File: src/sv/terminal_text_cleaner_unit_defines.svh
// assertion helpers for the rtl controller (tcc_ctrl)
// expects clk and rst_n in the scope of use
`ifndef TERMINAL_TEXT_CLEANER_UNIT_DEFINES_SVH
`define TERMINAL_TEXT_CLEANER_UNIT_DEFINES_SVH

// consequent checked in the same cycle as the antecedent
`define TCC_ASSERT_NOW(lbl, ante, cons, msg) \
  lbl: assert property (@(posedge clk) disable iff (!rst_n) (ante) |-> (cons)) \
    else $error(msg);

// consequent checked in the cycle after the antecedent
`define TCC_ASSERT_NEXT(lbl, ante, cons, msg) \
  lbl: assert property (@(posedge clk) disable iff (!rst_n) (ante) |=> (cons)) \
    else $error(msg);

`endif

File: src/sv/tcc_pkg.sv
`default_nettype none

package tcc_pkg;

  localparam int OP_W     = 2;
  localparam int BYTE_W   = 8;
  localparam int IDX_W    = 12;
  localparam int LEN_W    = 13;
  localparam logic [LEN_W-1:0] LEN_MAX = '1;

  localparam logic [OP_W-1:0] OP_PUSH   = 2'd0;
  localparam logic [OP_W-1:0] OP_FINISH = 2'd1;
  localparam logic [OP_W-1:0] OP_READ   = 2'd2;

  localparam logic [BYTE_W-1:0] CH_BEL   = 8'h07;
  localparam logic [BYTE_W-1:0] CH_BS    = 8'h08;
  localparam logic [BYTE_W-1:0] CH_TAB   = 8'h09;
  localparam logic [BYTE_W-1:0] CH_LF    = 8'h0A;
  localparam logic [BYTE_W-1:0] CH_ESC   = 8'h1B;
  localparam logic [BYTE_W-1:0] CH_SPACE = 8'h20;
  localparam logic [BYTE_W-1:0] CH_LBRK  = 8'h5B;
  localparam logic [BYTE_W-1:0] CH_BSLSH = 8'h5C;
  localparam logic [BYTE_W-1:0] CH_RBRK  = 8'h5D;
  localparam logic [BYTE_W-1:0] CH_DEL   = 8'h7F;
  localparam logic [BYTE_W-1:0] CSI_LO   = 8'h40;
  localparam logic [BYTE_W-1:0] CSI_HI   = 8'h7E;
  localparam logic [1:0]        UTF8_CONT_TAG = 2'b10;

  // escape parser states
  typedef enum logic [2:0] {
    ES_GROUND  = 3'd0,
    ES_ESC     = 3'd1,
    ES_CSI     = 3'd2,
    ES_OSC     = 3'd3,
    ES_OSC_ESC = 3'd4
  } esc_t;

  // store port strobes from the controller
  typedef struct packed {
    logic we;
    logic re;
  } mem_ctl_t;

endpackage

`default_nettype wire

File: src/sv/tcc_if.sv
`default_nettype none

interface tcc_in_if;
  logic                         valid;
  logic                         ready;
  logic [tcc_pkg::OP_W-1:0]     op;
  logic [tcc_pkg::BYTE_W-1:0]   in_byte;
  logic [tcc_pkg::IDX_W-1:0]    read_index;

  modport source (output valid, op, in_byte, read_index, input ready);
  modport sink   (input valid, op, in_byte, read_index, output ready);
endinterface

interface tcc_out_if;
  logic                         valid;
  logic                         ready;
  logic [tcc_pkg::LEN_W-1:0]    text_length;
  logic                         overflowed;
  logic [tcc_pkg::BYTE_W-1:0]   out_byte;
  logic                         index_ok;

  modport source (output valid, text_length, overflowed, out_byte, index_ok, input ready);
  modport sink   (input valid, text_length, overflowed, out_byte, index_ok, output ready);
endinterface

`default_nettype wire

File: src/sv/tcc_ctrl.sv
`default_nettype none

module tcc_ctrl #(
  parameter int STORE_DEPTH = 4096,
  parameter int AW          = 12,
  parameter int CW          = 13
) (
  input  wire logic                       clk,
  input  wire logic                       rst_n,
  tcc_in_if.sink                          in_ch,
  tcc_out_if.source                       out_ch,
  output tcc_pkg::mem_ctl_t               mem_ctl,
  output logic      [AW-1:0]              wr_addr,
  output logic      [tcc_pkg::BYTE_W-1:0] wr_data,
  output logic      [AW-1:0]              rd_addr,
  input  wire logic [tcc_pkg::BYTE_W-1:0] rd_data
);
  import tcc_pkg::*;

  `include "terminal_text_cleaner_unit_defines.svh"

  localparam int IW = (AW > IDX_W) ? AW : IDX_W;

  typedef enum logic [1:0] {
    S_IDLE,
    S_BS,
    S_RES
  } state_t;

  state_t            state_r, state_nxt;
  esc_t              esc_r, esc_nxt;
  logic [CW-1:0]     count_r, count_nxt;
  logic              ovf_r, ovf_nxt;
  logic              fin_r, fin_nxt;
  logic              out_valid_r, out_valid_nxt;
  logic [LEN_W-1:0]  out_len_r, out_len_nxt;
  logic              out_ovf_r, out_ovf_nxt;
  logic [BYTE_W-1:0] out_byte_r, out_byte_nxt;
  logic              out_ok_r, out_ok_nxt;
  logic [LEN_W-1:0]  res_len_r, res_len_nxt;
  logic              res_ovf_r, res_ovf_nxt;
  logic              res_ok_r, res_ok_nxt;

  logic              accept;
  logic              out_free;
  esc_t              esc_e;
  logic [CW-1:0]     cnt_e;
  logic              ovf_e;
  logic [CW-1:0]     cnt_dec;
  logic [CW-1:0]     bs_prev;
  logic [IW-1:0]     idx_ext;
  logic [LEN_W-1:0]  len_sat;
  logic              idx_ok;
  logic [BYTE_W-1:0] b;
  logic              do_store;
  logic              do_bs;

  assign in_ch.ready = (state_r == S_IDLE);
  assign accept      = in_ch.valid && in_ch.ready;
  assign out_free    = !out_valid_r || out_ch.ready;
  assign b           = in_ch.in_byte;

  // a push after finish starts a fresh text
  assign esc_e   = fin_r ? ES_GROUND : esc_r;
  assign cnt_e   = fin_r ? '0 : count_r;
  assign ovf_e   = fin_r ? 1'b0 : ovf_r;
  assign cnt_dec = cnt_e - CW'(1);
  assign bs_prev = count_r - CW'(1);

  assign idx_ext = IW'(in_ch.read_index);
  assign idx_ok  = 32'(in_ch.read_index) < 32'(count_r);
  assign len_sat = (32'(count_r) > 32'(LEN_MAX)) ? LEN_MAX : LEN_W'(count_r);

  always_comb begin
    state_nxt     = state_r;
    esc_nxt       = esc_r;
    count_nxt     = count_r;
    ovf_nxt       = ovf_r;
    fin_nxt       = fin_r;
    out_valid_nxt = out_valid_r && !out_ch.ready;
    out_len_nxt   = out_len_r;
    out_ovf_nxt   = out_ovf_r;
    out_byte_nxt  = out_byte_r;
    out_ok_nxt    = out_ok_r;
    res_len_nxt   = res_len_r;
    res_ovf_nxt   = res_ovf_r;
    res_ok_nxt    = res_ok_r;
    mem_ctl       = '0;
    wr_addr       = cnt_e[AW-1:0];
    wr_data       = b;
    rd_addr       = idx_ext[AW-1:0];
    do_store      = 1'b0;
    do_bs         = 1'b0;

    case (state_r)
      S_IDLE: begin
        if (accept) begin
          case (in_ch.op)
            OP_PUSH: begin
              esc_nxt   = esc_e;
              count_nxt = cnt_e;
              ovf_nxt   = ovf_e;
              fin_nxt   = 1'b0;
              case (esc_e)
                ES_ESC: begin
                  if (b == CH_LBRK) begin
                    esc_nxt = ES_CSI;
                  end else if (b == CH_RBRK) begin
                    esc_nxt = ES_OSC;
                  end else begin
                    esc_nxt = ES_GROUND;
                  end
                end
                ES_CSI: begin
                  if (b >= CSI_LO && b <= CSI_HI) begin
                    esc_nxt = ES_GROUND;
                  end
                end
                ES_OSC, ES_OSC_ESC: begin
                  if (b == CH_BEL) begin
                    esc_nxt = ES_GROUND;
                  end else if (esc_e == ES_OSC_ESC && b == CH_BSLSH) begin
                    esc_nxt = ES_GROUND;
                  end else if (b == CH_ESC) begin
                    esc_nxt = ES_OSC_ESC;
                  end else begin
                    esc_nxt = ES_OSC;
                  end
                end
                default: begin
                  esc_nxt = ES_GROUND;
                  if (b == CH_ESC) begin
                    esc_nxt = ES_ESC;
                  end else if (b == CH_BS) begin
                    do_bs = 1'b1;
                  end else if (b == CH_LF || b == CH_TAB) begin
                    do_store = 1'b1;
                  end else if (b < CH_SPACE || b == CH_DEL) begin
                    do_store = 1'b0;
                  end else begin
                    do_store = 1'b1;
                  end
                end
              endcase
              if (do_store) begin
                if (32'(cnt_e) < STORE_DEPTH) begin
                  mem_ctl.we = 1'b1;
                  count_nxt  = cnt_e + CW'(1);
                end else begin
                  ovf_nxt = 1'b1;
                end
              end
              if (do_bs && cnt_e != '0) begin
                count_nxt = cnt_dec;
                if (cnt_dec != '0) begin
                  mem_ctl.re = 1'b1;
                  rd_addr    = cnt_dec[AW-1:0];
                  state_nxt  = S_BS;
                end
              end
            end
            OP_FINISH: begin
              esc_nxt     = ES_GROUND;
              fin_nxt     = 1'b1;
              res_len_nxt = len_sat;
              res_ovf_nxt = ovf_r;
              res_ok_nxt  = 1'b0;
              state_nxt   = S_RES;
            end
            OP_READ: begin
              mem_ctl.re  = 1'b1;
              res_len_nxt = len_sat;
              res_ovf_nxt = ovf_r;
              res_ok_nxt  = idx_ok;
              state_nxt   = S_RES;
            end
            default: begin
              state_nxt = S_IDLE;
            end
          endcase
        end
      end
      S_BS: begin
        // back over utf-8 continuation bytes one entry per cycle
        if (rd_data[7:6] == UTF8_CONT_TAG) begin
          count_nxt = bs_prev;
          if (bs_prev != '0) begin
            mem_ctl.re = 1'b1;
            rd_addr    = bs_prev[AW-1:0];
          end else begin
            state_nxt = S_IDLE;
          end
        end else begin
          state_nxt = S_IDLE;
        end
      end
      S_RES: begin
        if (out_free) begin
          out_valid_nxt = 1'b1;
          out_len_nxt   = res_len_r;
          out_ovf_nxt   = res_ovf_r;
          out_ok_nxt    = res_ok_r;
          out_byte_nxt  = res_ok_r ? rd_data : '0;
          state_nxt     = S_IDLE;
        end
      end
      default: begin
        state_nxt = S_IDLE;
      end
    endcase
  end

  always_ff @(posedge clk) begin
    if (!rst_n) begin
      state_r     <= S_IDLE;
      esc_r       <= ES_GROUND;
      count_r     <= '0;
      ovf_r       <= 1'b0;
      fin_r       <= 1'b0;
      out_valid_r <= 1'b0;
    end else begin
      state_r     <= state_nxt;
      esc_r       <= esc_nxt;
      count_r     <= count_nxt;
      ovf_r       <= ovf_nxt;
      fin_r       <= fin_nxt;
      out_valid_r <= out_valid_nxt;
    end
    out_len_r  <= out_len_nxt;
    out_ovf_r  <= out_ovf_nxt;
    out_byte_r <= out_byte_nxt;
    out_ok_r   <= out_ok_nxt;
    res_len_r  <= res_len_nxt;
    res_ovf_r  <= res_ovf_nxt;
    res_ok_r   <= res_ok_nxt;
  end

  assign out_ch.valid       = out_valid_r;
  assign out_ch.text_length = out_len_r;
  assign out_ch.overflowed  = out_ovf_r;
  assign out_ch.out_byte    = out_byte_r;
  assign out_ch.index_ok    = out_ok_r;

  `TCC_ASSERT_NOW(a_count_bound, 1'b1, 32'(count_r) <= STORE_DEPTH, "count beyond store")
  `TCC_ASSERT_NOW(a_bs_nonzero, state_r == S_BS, count_r != '0, "backspace walk at zero")
  `TCC_ASSERT_NOW(a_ovf_full, $rose(ovf_r), 32'(count_r) == STORE_DEPTH, "overflow below full")
  `TCC_ASSERT_NEXT(a_write_grow, mem_ctl.we, 32'(count_r) == 32'($past(wr_addr)) + 1, "count not past write")
  `TCC_ASSERT_NOW(a_res_quiet, state_r == S_RES, !mem_ctl.re && !mem_ctl.we, "store touched while result pending")

endmodule

`default_nettype wire

File: src/flat_wrapper.sv
// flat-port wrapper written by rule: the top's interface ports become plain ports
module tcc_ctrl_flat import tcc_pkg::*;
#(
  parameter int STORE_DEPTH = 4096,
  parameter int AW          = 12,
  parameter int CW          = 13
)
  (clk, rst_n, mem_ctl, wr_addr, wr_data, rd_addr, rd_data, in_ch_valid, in_ch_op, in_ch_in_byte, in_ch_read_index, in_ch_ready, out_ch_valid, out_ch_text_length, out_ch_overflowed, out_ch_out_byte, out_ch_index_ok, out_ch_ready);
  tcc_in_if in_ch_i ();
  tcc_out_if out_ch_i ();
  input  wire logic clk;
  input  wire logic rst_n;
  output tcc_pkg::mem_ctl_t mem_ctl;
  output logic      [AW-1:0] wr_addr;
  output logic      [tcc_pkg::BYTE_W-1:0] wr_data;
  output logic      [AW-1:0] rd_addr;
  input  wire logic [tcc_pkg::BYTE_W-1:0] rd_data;
  input wire logic [$bits(in_ch_i.valid)-1:0] in_ch_valid;
  input wire logic [$bits(in_ch_i.op)-1:0] in_ch_op;
  input wire logic [$bits(in_ch_i.in_byte)-1:0] in_ch_in_byte;
  input wire logic [$bits(in_ch_i.read_index)-1:0] in_ch_read_index;
  output wire logic [$bits(in_ch_i.ready)-1:0] in_ch_ready;
  output wire logic [$bits(out_ch_i.valid)-1:0] out_ch_valid;
  output wire logic [$bits(out_ch_i.text_length)-1:0] out_ch_text_length;
  output wire logic [$bits(out_ch_i.overflowed)-1:0] out_ch_overflowed;
  output wire logic [$bits(out_ch_i.out_byte)-1:0] out_ch_out_byte;
  output wire logic [$bits(out_ch_i.index_ok)-1:0] out_ch_index_ok;
  input wire logic [$bits(out_ch_i.ready)-1:0] out_ch_ready;
  assign in_ch_i.valid = in_ch_valid;
  assign in_ch_i.op = in_ch_op;
  assign in_ch_i.in_byte = in_ch_in_byte;
  assign in_ch_i.read_index = in_ch_read_index;
  assign in_ch_ready = in_ch_i.ready;
  assign out_ch_valid = out_ch_i.valid;
  assign out_ch_text_length = out_ch_i.text_length;
  assign out_ch_overflowed = out_ch_i.overflowed;
  assign out_ch_out_byte = out_ch_i.out_byte;
  assign out_ch_index_ok = out_ch_i.index_ok;
  assign out_ch_i.ready = out_ch_ready;
  tcc_ctrl #(.STORE_DEPTH(STORE_DEPTH), .AW(AW), .CW(CW)) u_core (.clk(clk), .rst_n(rst_n), .in_ch(in_ch_i), .out_ch(out_ch_i), .mem_ctl(mem_ctl), .wr_addr(wr_addr), .wr_data(wr_data), .rd_addr(rd_addr), .rd_data(rd_data));
endmodule
File: config.mk
export PLATFORM = sky130hd
export DESIGN_NAME = tcc_ctrl_flat
export DESIGN_NICKNAME = d
export VERILOG_FILES = /design/src/sv/tcc_pkg.sv /design/src/sv/tcc_if.sv /design/src/sv/tcc_ctrl.sv /design/src/flat_wrapper.sv
export VERILOG_INCLUDE_DIRS = /design/src /design/src/sv
export SDC_FILE = /design/constraint.sdc
export NUM_CORES = 1
export LEC_CHECK = 0
export BUFFER_PORTS_ARGS = -buffer_cell sky130_fd_sc_hd__buf_2
export CAP_MARGIN = 0
export CORE_UTILIZATION = 40
export CTS_BUF_LIST = sky130_fd_sc_hd__clkbuf_8
export CTS_CLUSTER_DIAMETER = 200
export CTS_CLUSTER_SIZE = 20
export DETAILED_ROUTE_END_ITERATION = 10
export HOLD_SLACK_MARGIN = 0.03
export SETUP_SLACK_MARGIN = 0.1
export SYNTH_ARGS = -nofsm -noshare
export SYNTH_HDL_FRONTEND = slang
export SYNTH_SLANG_ARGS = --single-unit
File: constraint.sdc
create_clock -name clk -period 2.7 [get_ports clk]
set_clock_uncertainty 0.05 [all_clocks]
set_input_delay 0.135 -clock clk [delete_from_list [all_inputs] [get_ports clk]]
set_output_delay 0.135 -clock clk [all_outputs]
set_load 0.05 [all_outputs]
==> results of run 1 <==
[cell families (layout without fill, tap and decap cells)]
family,Yosys count,in the layout,share of synthesized area
flip-flops,59,59,0.3605
adder cells (fa/ha/maj),19,19,0.05488
multiplexers,8,8,0.01878
XOR/XNOR,21,21,0.04246
buffers and inverters,60,261,0.07568
AO/OA/AOI/OAI,125,125,0.2077
AND/OR/NAND/NOR,198,198,0.2400
[report_power, final]
group          switching, mW  internal [mW]
sequential            0.0183          0.994
combinational          0.477          0.310
clock                  0.375          0.470
[worst max-delay path by stage]
| stage | startpoint | endpoint | cells after the start |
|---|---|---|---|
| 2_1_floorplan | u_core.fin_r | rd_addr[1] | 13 |
| 3_3_place_gp | u_core.fin_r | rd_addr[10] | 12 |
| 3_5_place_dp | u_core.count_r[3] | rd_addr[4] | 10 |
| 4_1_cts | u_core.count_r[2] | rd_addr[9] | 9 |
| 5_1_grt | u_core.count_r[2] | rd_addr[7] | 9 |
| 6_report | u_core.count_r[2] | rd_addr[7] | 9 |
[synthesized netlist by cell type (5+ instances only)]
master    instances  area, µm²
a211oi_1         10      75.07
a21o_1            9      67.56
a21oi_1          27      135.1
a221oi_1          7      61.31
a31oi_1           6      37.54
and2_1            8      50.05
and3_1            5      31.28
buf_4             9      67.56
buf_6             5      56.30
clkbuf_1         16      60.06
dfxtp_1          21      420.4
edfxtp_1         38       1141
ha_1             19      237.7
inv_1            23      86.33
mux2i_1           7      70.07
nand2_1          52      195.2
nand3_1          11      55.05
nand4_1           7      43.79
nor2_1           44      165.2
nor2b_1           6      37.54
nor3_1           17      85.08
nor4_1            9      56.30
o21ai_0          24      120.1
o221ai_1          5      43.79
xnor2_1          17      148.9
[metal layers]
metal | up-vias | global-route usage | wire length, µm
met1 | 2296 | 0.3917 | 7097
met4 | 2 | 0.1230 | 522
met3 | 40 | 0.06622 | 1436
li1 | 2201 | - | -
met5 | - | 0 | 13
met2 | 273 | 0.4879 | 7654
[cell type report]
class | count | area [µm²]
fillers | 907 | 3970
flip-flops and latches | 59 | 1573
repair buffers | 220 | 1564
multi-input cells | 371 | 2833
inverters | 25 | 102.6
clock buffers | 11 | 151.4
clock inverters | 5 | 52.55
well taps | 136 | 170.2
[sequential cells by signal (all words and copies together), names as in the netlist]
name and cells:
u_core.res_ovf_r 1, u_core.res_len_r 13, u_core.fin_r 1, u_core.out_ch.index_ok 1, u_core.out_ch.out_byte 8, u_core.out_ch.overflowed 1, u_core.esc_r 3, u_core.ovf_r 1
u_core.count_r 13, u_core.out_ch.valid 1, u_core.out_ch.text_length 13, u_core.res_ok_r 1, u_core.state_r 2
[critical path: stages, from the launching register on]
cell and delay, ns:
dfxtp_2 0.34, or3_4 0.43, o31ai_4 0.21, nand4b_1 0.19
or4_4 0.60, o21ai_4 0.18, buf_6 0.17, mux2i_2 0.26
o221ai_4 0.11, buf_4 0.20
[repair_timing]
item / CTS / global route
pin swaps: 8 / 6
endpoints found under the hold margin: 9 / 0
resized for setup: 51 / 35
setup endpoints to repair: 15 / 22
hold buffers: 9 / 0
buffers inserted: 6 / 1
[per-stage QoR]
stage | std cells | instance area, µm² | power (mW) | hold slack (ns)
after floorplan | 490 | 4521 | 1.464 | 0.2590
after global placement | 795 | 5737 | 1.729 | 0.3502
after detailed placement | 795 | 5737 | 1.734 | 0.3545
after CTS | 826 | 6265 | 2.623 | 0.08399
after global routing | 827 | 6446 | 2.735 | 0.1064
final | 827 | 6446 | 2.644 | 0.1181
==> reports/results.txt, run 1 <==
Status: finished, violations left
Failing checks: setup timing
Post-route DRC: 0
Most frequent cells in the layout: buf_4 (113), buf_2 (79), nand2_1 (50), nor2_1 (42), edfxtp_1 (38)
Worst min-delay path class: in2reg
Placer Congestion: 1.010
CTS H-tree lvls: 3
Hold_sp: rst_n
Drt wl/cell: 20.22 µm
Synth Instances: 490
Final Net Count: 739
Fin util: 0.6189
Largest net degree at the start of global routing: 24
Max-cap violations: 0
Final setup violation count: 13
Fin. max-slew vios: 0
Clock slew at reported path FFs: 0.07 ns
Final Hold Vio Count: 0
WHS Path Cells: 2
GRT Total Usage: 0.3023
Clock Sinks: 59
Pin slew with the least headroom to its limit: 0.6582 ns
Post-Synthesis Net Count: 543
Worst IR Drop VDD: 0.0002449 V
Hpwl dp: 12960 µm
Synth Flop Type: edfxtp_1
Critical path peak fanout: 5
Reg2reg path depth: 11
Worst r2r src: u_core.count_r[2]
Core box area: 0.01042 mm²
Yosys Warn Count: 0
CTS tree: done
Initial core utilization: 0.4159
Post-Syn Area: 0.004332 mm²
Drt via density: 5.819
Min Clock Period, post-route: 3.233 ns
Most common library cell in the layout ignoring fill and taps: buf_4
LEAKAGE: 2.705 nW
Seq/Total Area, Yosys: 0.3605
R2r setup slk: 0.06 ns
Crit path capture type: primary output
Slack of the critical path: -0.5331 ns
Post-Route WL: 16730 µm
Library cells used by synthesis: 76
Final setup TNS: -5.576 ns
CTS root buffer: clkbuf_8
Fraction of layout cells with a size suffix above 1: 0.4428
Clock latency on the worst-skew pair: 0.36 ns
First-pass GRT wire length: 25270 µm
Number of enable flip-flop cells after synthesis: 38
Final worst path period share: 1.197
Share of async-settable or async-resettable flops after synthesis: 0
Hold path endpoint: u_core.count_r[1]
Die ar.: 0.01125 mm²
Die Wd: 106.1 µm
Place WS: -0.1596 ns
Antenna cells: 0
CP startpoint kind: register
Fmax: 309.3 MHz
Worst endpoint data arrival time: 3.05 ns
Row count: 37
Reg2Reg Capture Point: u_core.count_r[2]
Antenna Nets Post-Route: 0
GR Overflow Total: 0
Initial antenna violation count: 1
DIE HEIGHT: 106.1 µm
Unrepaired setup endpoints after global routing: true
FF+latch count, synth: 59
Worst rel slew slack: 0.5607
Initial DRC count: 403
Total CTS buffers: 9
Via Count: 4812
Num ports: 93
Critical path class: reg2out
CTS max path bufs: 2
Synth-to-layout area growth: 48.82%
Vias in the first global route: 4570
Worst Path Required: 2.52 ns
Router iterations before antenna repair: 5
Pwr Density: 410.2 mW/mm²
Port Buf Inserts: 92
Synth Area per Inst: 8.840 µm²
(Power assumes the default switching activity.)
==> run 2, diff against run 1 <==
SKIP_LAST_GASP = 1   (was default)
TNS_END_PERCENT = 20   (was default)
==> reports/results.txt, run 2 (same netlist as run 1, synthesis figures left out) <==
Die ar.: 0.01125 mm²
Critical path peak fanout: 8
CP startpoint kind: register
Unrepaired setup endpoints after global routing: true
Worst-path cell with the longest stage delay: or4_4
Fin cells: 819
Min Clock Period, post-route: 3.206 ns
Final Net Count: 731
Synth-to-layout area growth: 40.64%
Most common library cell in the layout ignoring fill and taps: buf_4
Critical Path, Cell by Cell: nor4_2, buf_4, a21oi_1, nand4b_1, or4_4, o21ai_2, buf_6, o21ai_2, or3b_1, buf_6
Critical path class: reg2out
Worst min-delay path class: in2reg
Placer Congestion: 1.011
Largest net degree at the start of global routing: 24
Clock latency on the worst-skew pair: 0.34 ns
Clock Sinks: 59
CTS tree: done
Crit path capture type: primary output
Final Hold Vio Count: 0
Pwr Density: 438.3 mW/mm²
Most frequent cells in the layout: buf_4 (114), buf_2 (82), nand2_1 (52), nor2_1 (43), edfxtp_1 (38)
Initial DRC count: 266
Max-cap violations: 0
Final setup violation count: 13
Failing checks: setup timing
GRT Total Usage: 0.2995
Reg2Reg Capture Point: u_core.state_r[1]
Critical Path Max Stage Delay: 0.58 ns
Clock slew at reported path FFs: 0.07 ns
WHS Path Cells: 2
Worst Path Required: 2.52 ns
Worst endpoint data arrival time: 3.02 ns
Hold path endpoint: u_core.out_ch.out_byte[4]
Router iterations before antenna repair: 6
Total CTS buffers: 9
Final setup TNS: -5.853 ns
Worst rel slew slack: 0.5701
DIE HEIGHT: 106.1 µm
Fraction of layout cells with a size suffix above 1: 0.3939
Reg2reg path depth: 10
Slack of the critical path: -0.5062 ns
Core box area: 0.01042 mm²
Final worst path period share: 1.187
CTS max path bufs: 2
Drt via density: 5.696
Inst Count DP: 795
Antenna Nets Post-Route: 0
LEAKAGE: 2.628 nW
Post-route DRC: 0
Fin. max-slew vios: 0
Hpwl dp: 13200 µm
Initial antenna violation count: 0
Vias in the first global route: 4509
Hold_sp: rd_data[4]
Antenna cells: 0
CTS H-tree lvls: 3
Finished Cell Area: 0.006092 mm²
R2r setup slk: 0.03 ns
Worst r2r src: u_core.count_r[5]
Place WS: -0.2065 ns
Fin util: 0.5849
Status: finished, violations left
Final Power: 2.670 mW
Pin slew with the least headroom to its limit: 0.6442 ns
Via Count: 4665
CTS root buffer: clkbuf_8
Worst path top cell family by delay: simple AND/OR/NAND/NOR gates
Drt wl/cell: 20.12 µm
Fmax: 311.9 MHz
Hold Worst Slack: 0.04492 ns
Placed cell areas: 0.005672 mm²
Post-Route WL: 16480 µm
Row count: 37
Die Wd: 106.1 µm
Worst IR Drop VDD: 0.0002586 V
First-pass GRT wire length: 25130 µm
Num ports: 93
Crit path buf inv count: 3
Port Buf Inserts: 92
GR Overflow Total: 0
Initial core utilization: 0.4159
## run 2: per-layer routing
metal | wire, µm | part of all wire | up-vias | track usage
met5 | 0 | 0 | - | 0
met1 | 7153 | 0.43 | 2202 | 0.4006
met2 | 7618 | 0.46 | 240 | 0.4907
met3 | 1248 | 0.076 | 35 | 0.04660
li1 | - | - | 2188 | -
met4 | 460 | 0.028 | 0 | 0.1032
## run 2: power by group
group          total [mW]  internal, mW  switching, mW
Combinational       0.746         0.280          0.466
Sequential           1.01         0.995         0.0165
Clock               0.912         0.538          0.374
Total                2.67          1.81          0.857
## run 2: area by class of cell
class	instances	area, µm²
clock inverters	6	81.33
well taps	136	170.2
flip-flops and latches	59	1569
inverters	25	97.59
clock buffers	10	137.6
repair buffers	212	1459
fillers	965	4324
multi-input cells	371	2577
## run 2: what timing repair did
item,4_1_cts,5_1_grt
endpoints found under the hold margin,3,1
gates resized for setup,24,11
setup endpoints to repair,15,20
pin swaps,8,4
setup buffers,4,0
hold buffers,3,1
## run 2: worst register-to-register path, delay by kind of cell, from the launching register on
family	cells	cell delay [ns]
flip-flops	1	0.36
AND/OR/NAND/NOR	4	1.27
AO/OA/AOI/OAI	3	0.41
buffers and inverters	3	0.49
## run 2: worst max-delay path by stage
stage	start	to	slack, ns	cells after the start
floorplan	u_core.fin_r	rd_addr[1]	-0.63	13
global placement	u_core.count_r[0]	rd_addr[4]	-0.19	11
detailed placement	u_core.count_r[0]	rd_addr[4]	-0.21	11
CTS	u_core.fin_r	rd_addr[1]	-0.47	14
global route	u_core.count_r[5]	rd_addr[1]	-0.64	11
finish	u_core.count_r[5]	rd_addr[0]	-0.51	10
==> run 3, diff against run 2 <==
MAX_ROUTING_LAYER = met4   (was default)
SETUP_SLACK_MARGIN = default   (was 0.1)
==> reports/results.txt, run 3 (same netlist as run 1, synthesis figures left out) <==
Clk network pwr share: 0.340
Crit path capture type: primary output
DIE HEIGHT: 106.1 µm
Worst endpoint data arrival time: 3.09 ns
First-pass GRT wire length: 24970 µm
Switching Share: 0.3199
CP startpoint kind: register
Num ports: 93
Max-cap violations: 0
Initial core utilization: 0.4159
Net Switching: 859.4 µW
Final Net Count: 738
Place WS: -0.2968 ns
Hpwl dp: 13200 µm
Fraction of layout cells with a size suffix above 1: 0.4087
CTS tree: done
Clock Sinks: 59
Fmax: 305.3 MHz
CTS root buffer: clkbuf_8
LEAKAGE: 2.650 nW
Final setup TNS: -6.350 ns
GR Overflow Total: 0
Worst min-delay path class: in2reg
Critical path peak fanout: 7
Row count: 37
Logic gate share of total power: 0.284
Largest net degree at the start of global routing: 24
Pin slew with the least headroom to its limit: 0.6267 ns
CTS max path bufs: 2
Post-route DRC: 0
Initial DRC count: 287
Vias in the first global route: 4455
Post-Route WL: 16670 µm
Final setup violation count: 13
Internal cell power: 1.827 mW
Slack of the critical path: -0.5758 ns
Die ar.: 0.01125 mm²
Fillers: 956
Port Buf Inserts: 92
Pwr Density: 432.9 mW/mm²
Most common library cell in the layout ignoring fill and taps: buf_4
Antenna cells: 0
GRT Total Usage: 0.3095
Synth-to-layout area growth: 43.27%
Final worst path period share: 1.213
Worst Path Required: 2.52 ns
Placer Congestion: 1.018
Clock slew at reported path FFs: 0.08 ns
Router iterations before antenna repair: 5
Via Count: 4662
Drt wl/cell: 20.18 µm
Min Clock Period, post-route: 3.276 ns
CTS H-tree lvls: 3
Unrepaired setup endpoints after global routing: true
Drt via density: 5.644
Initial antenna violation count: 0
Register share of total power: 0.377
Critical path class: reg2out
Most frequent cells in the layout: buf_4 (116), buf_2 (85), nand2_1 (51), nor2_1 (42), edfxtp_1 (38)
Worst IR Drop VDD: 0.0002929 V
Final Hold Vio Count: 0
Core box area: 0.01042 mm²
Failing checks: setup timing
Antenna Nets Post-Route: 0
Worst rel slew slack: 0.5818
Total CTS buffers: 9
Clock latency on the worst-skew pair: 0.36 ns
Die Wd: 106.1 µm
Status: finished, violations left
Fin. max-slew vios: 0
==> run 3: changes by cell type in the layout (fill, tap and decap cells not counted), sizes merged <==
cell	previous run	this run
buf	208	212
dlygate4sd3	4	7
==> run 3: layer usage <==
metal	wire [µm]	GRT usage	up-vias
met5	0	-	-
met4	618	0.1220	0
met3	1295	0.07112	41
met2	7653	0.4841	230
met1	7102	0.3879	2200
li1	-	-	2191
==> run 3: final timing paths <==
kind / start / endpoint / slack (ns) / depth (start not counted)
worst max-delay path: u_core.count_r[2] / rd_addr[0] / -0.58 / 9
worst max register to register: u_core.count_r[2] / u_core.count_r[2] / 0.03 / 10
worst min-delay path: rd_data[7] / u_core.out_ch.out_byte[7] / 0.05 / 2
worst min register to register: u_core.res_len_r[0] / u_core.out_ch.text_length[0] / 0.36 / 0
==> run 3: timing repair <==
action / CTS / global route
hold endpoints to repair: 7 / 0
resized for setup: 24 / 19
hold buffers: 7 / 0
setup buffers: 6 / 6
pin swaps: 5 / 6
endpoints found under the setup margin: 13 / 20
==> run 3: layout make-up <==
class,instances,area (µm²),area share
inverters,25,97.59,0.01573
multi-input cells,371,2639,0.4252
repair buffers,219,1508,0.2429
clock buffers,10,137.6,0.02218
well taps,136,170.2,0.02742
flip-flops and latches,59,1573,0.2534
clock inverters,6,81.33,0.01310
==> run 3: metrics by stage <==
| stage | cell area, µm² | hold WS, ns | instances | power, mW | utilization |
|---|---|---|---|---|---|
| 2_1_floorplan | 4443 | 0.2590 | 490 | 1.451 | - |
| 3_3_place_gp | 5654 | 0.3517 | 791 | 1.720 | 0.5428 |
| 3_5_place_dp | 5654 | 0.3545 | 791 | 1.723 | 0.5428 |
| 4_1_cts | 6092 | 0.04178 | 820 | 2.661 | 0.5849 |
| 5_1_grt | 6206 | 0.06178 | 826 | 2.767 | 0.5958 |
| 6_report | 6206 | 0.04993 | 826 | 2.686 | 0.5958 |
==> run 3: critical path, cell delays in order, from the launching register on <==
cell and delay, ns:
dfxtp_1 0.34, or3_4 0.44, o31ai_4 0.20, nand4b_1 0.19, or4_4 0.59, o21ai_4 0.25, buf_12 0.16, o21ai_2 0.04
or3b_1 0.38, buf_6 0.16
==> run 3: power groups by stage <==
stage	Combinational [mW]	Sequential (mW)	Clock, mW
2_1_floorplan	0.385	1.07	0
3_3_place_gp	0.689	1.03	0
3_5_place_dp	0.690	1.03	0
4_1_cts	0.729	1.01	0.921
5_1_grt	0.806	1.02	0.946
6_report	0.762	1.01	0.913
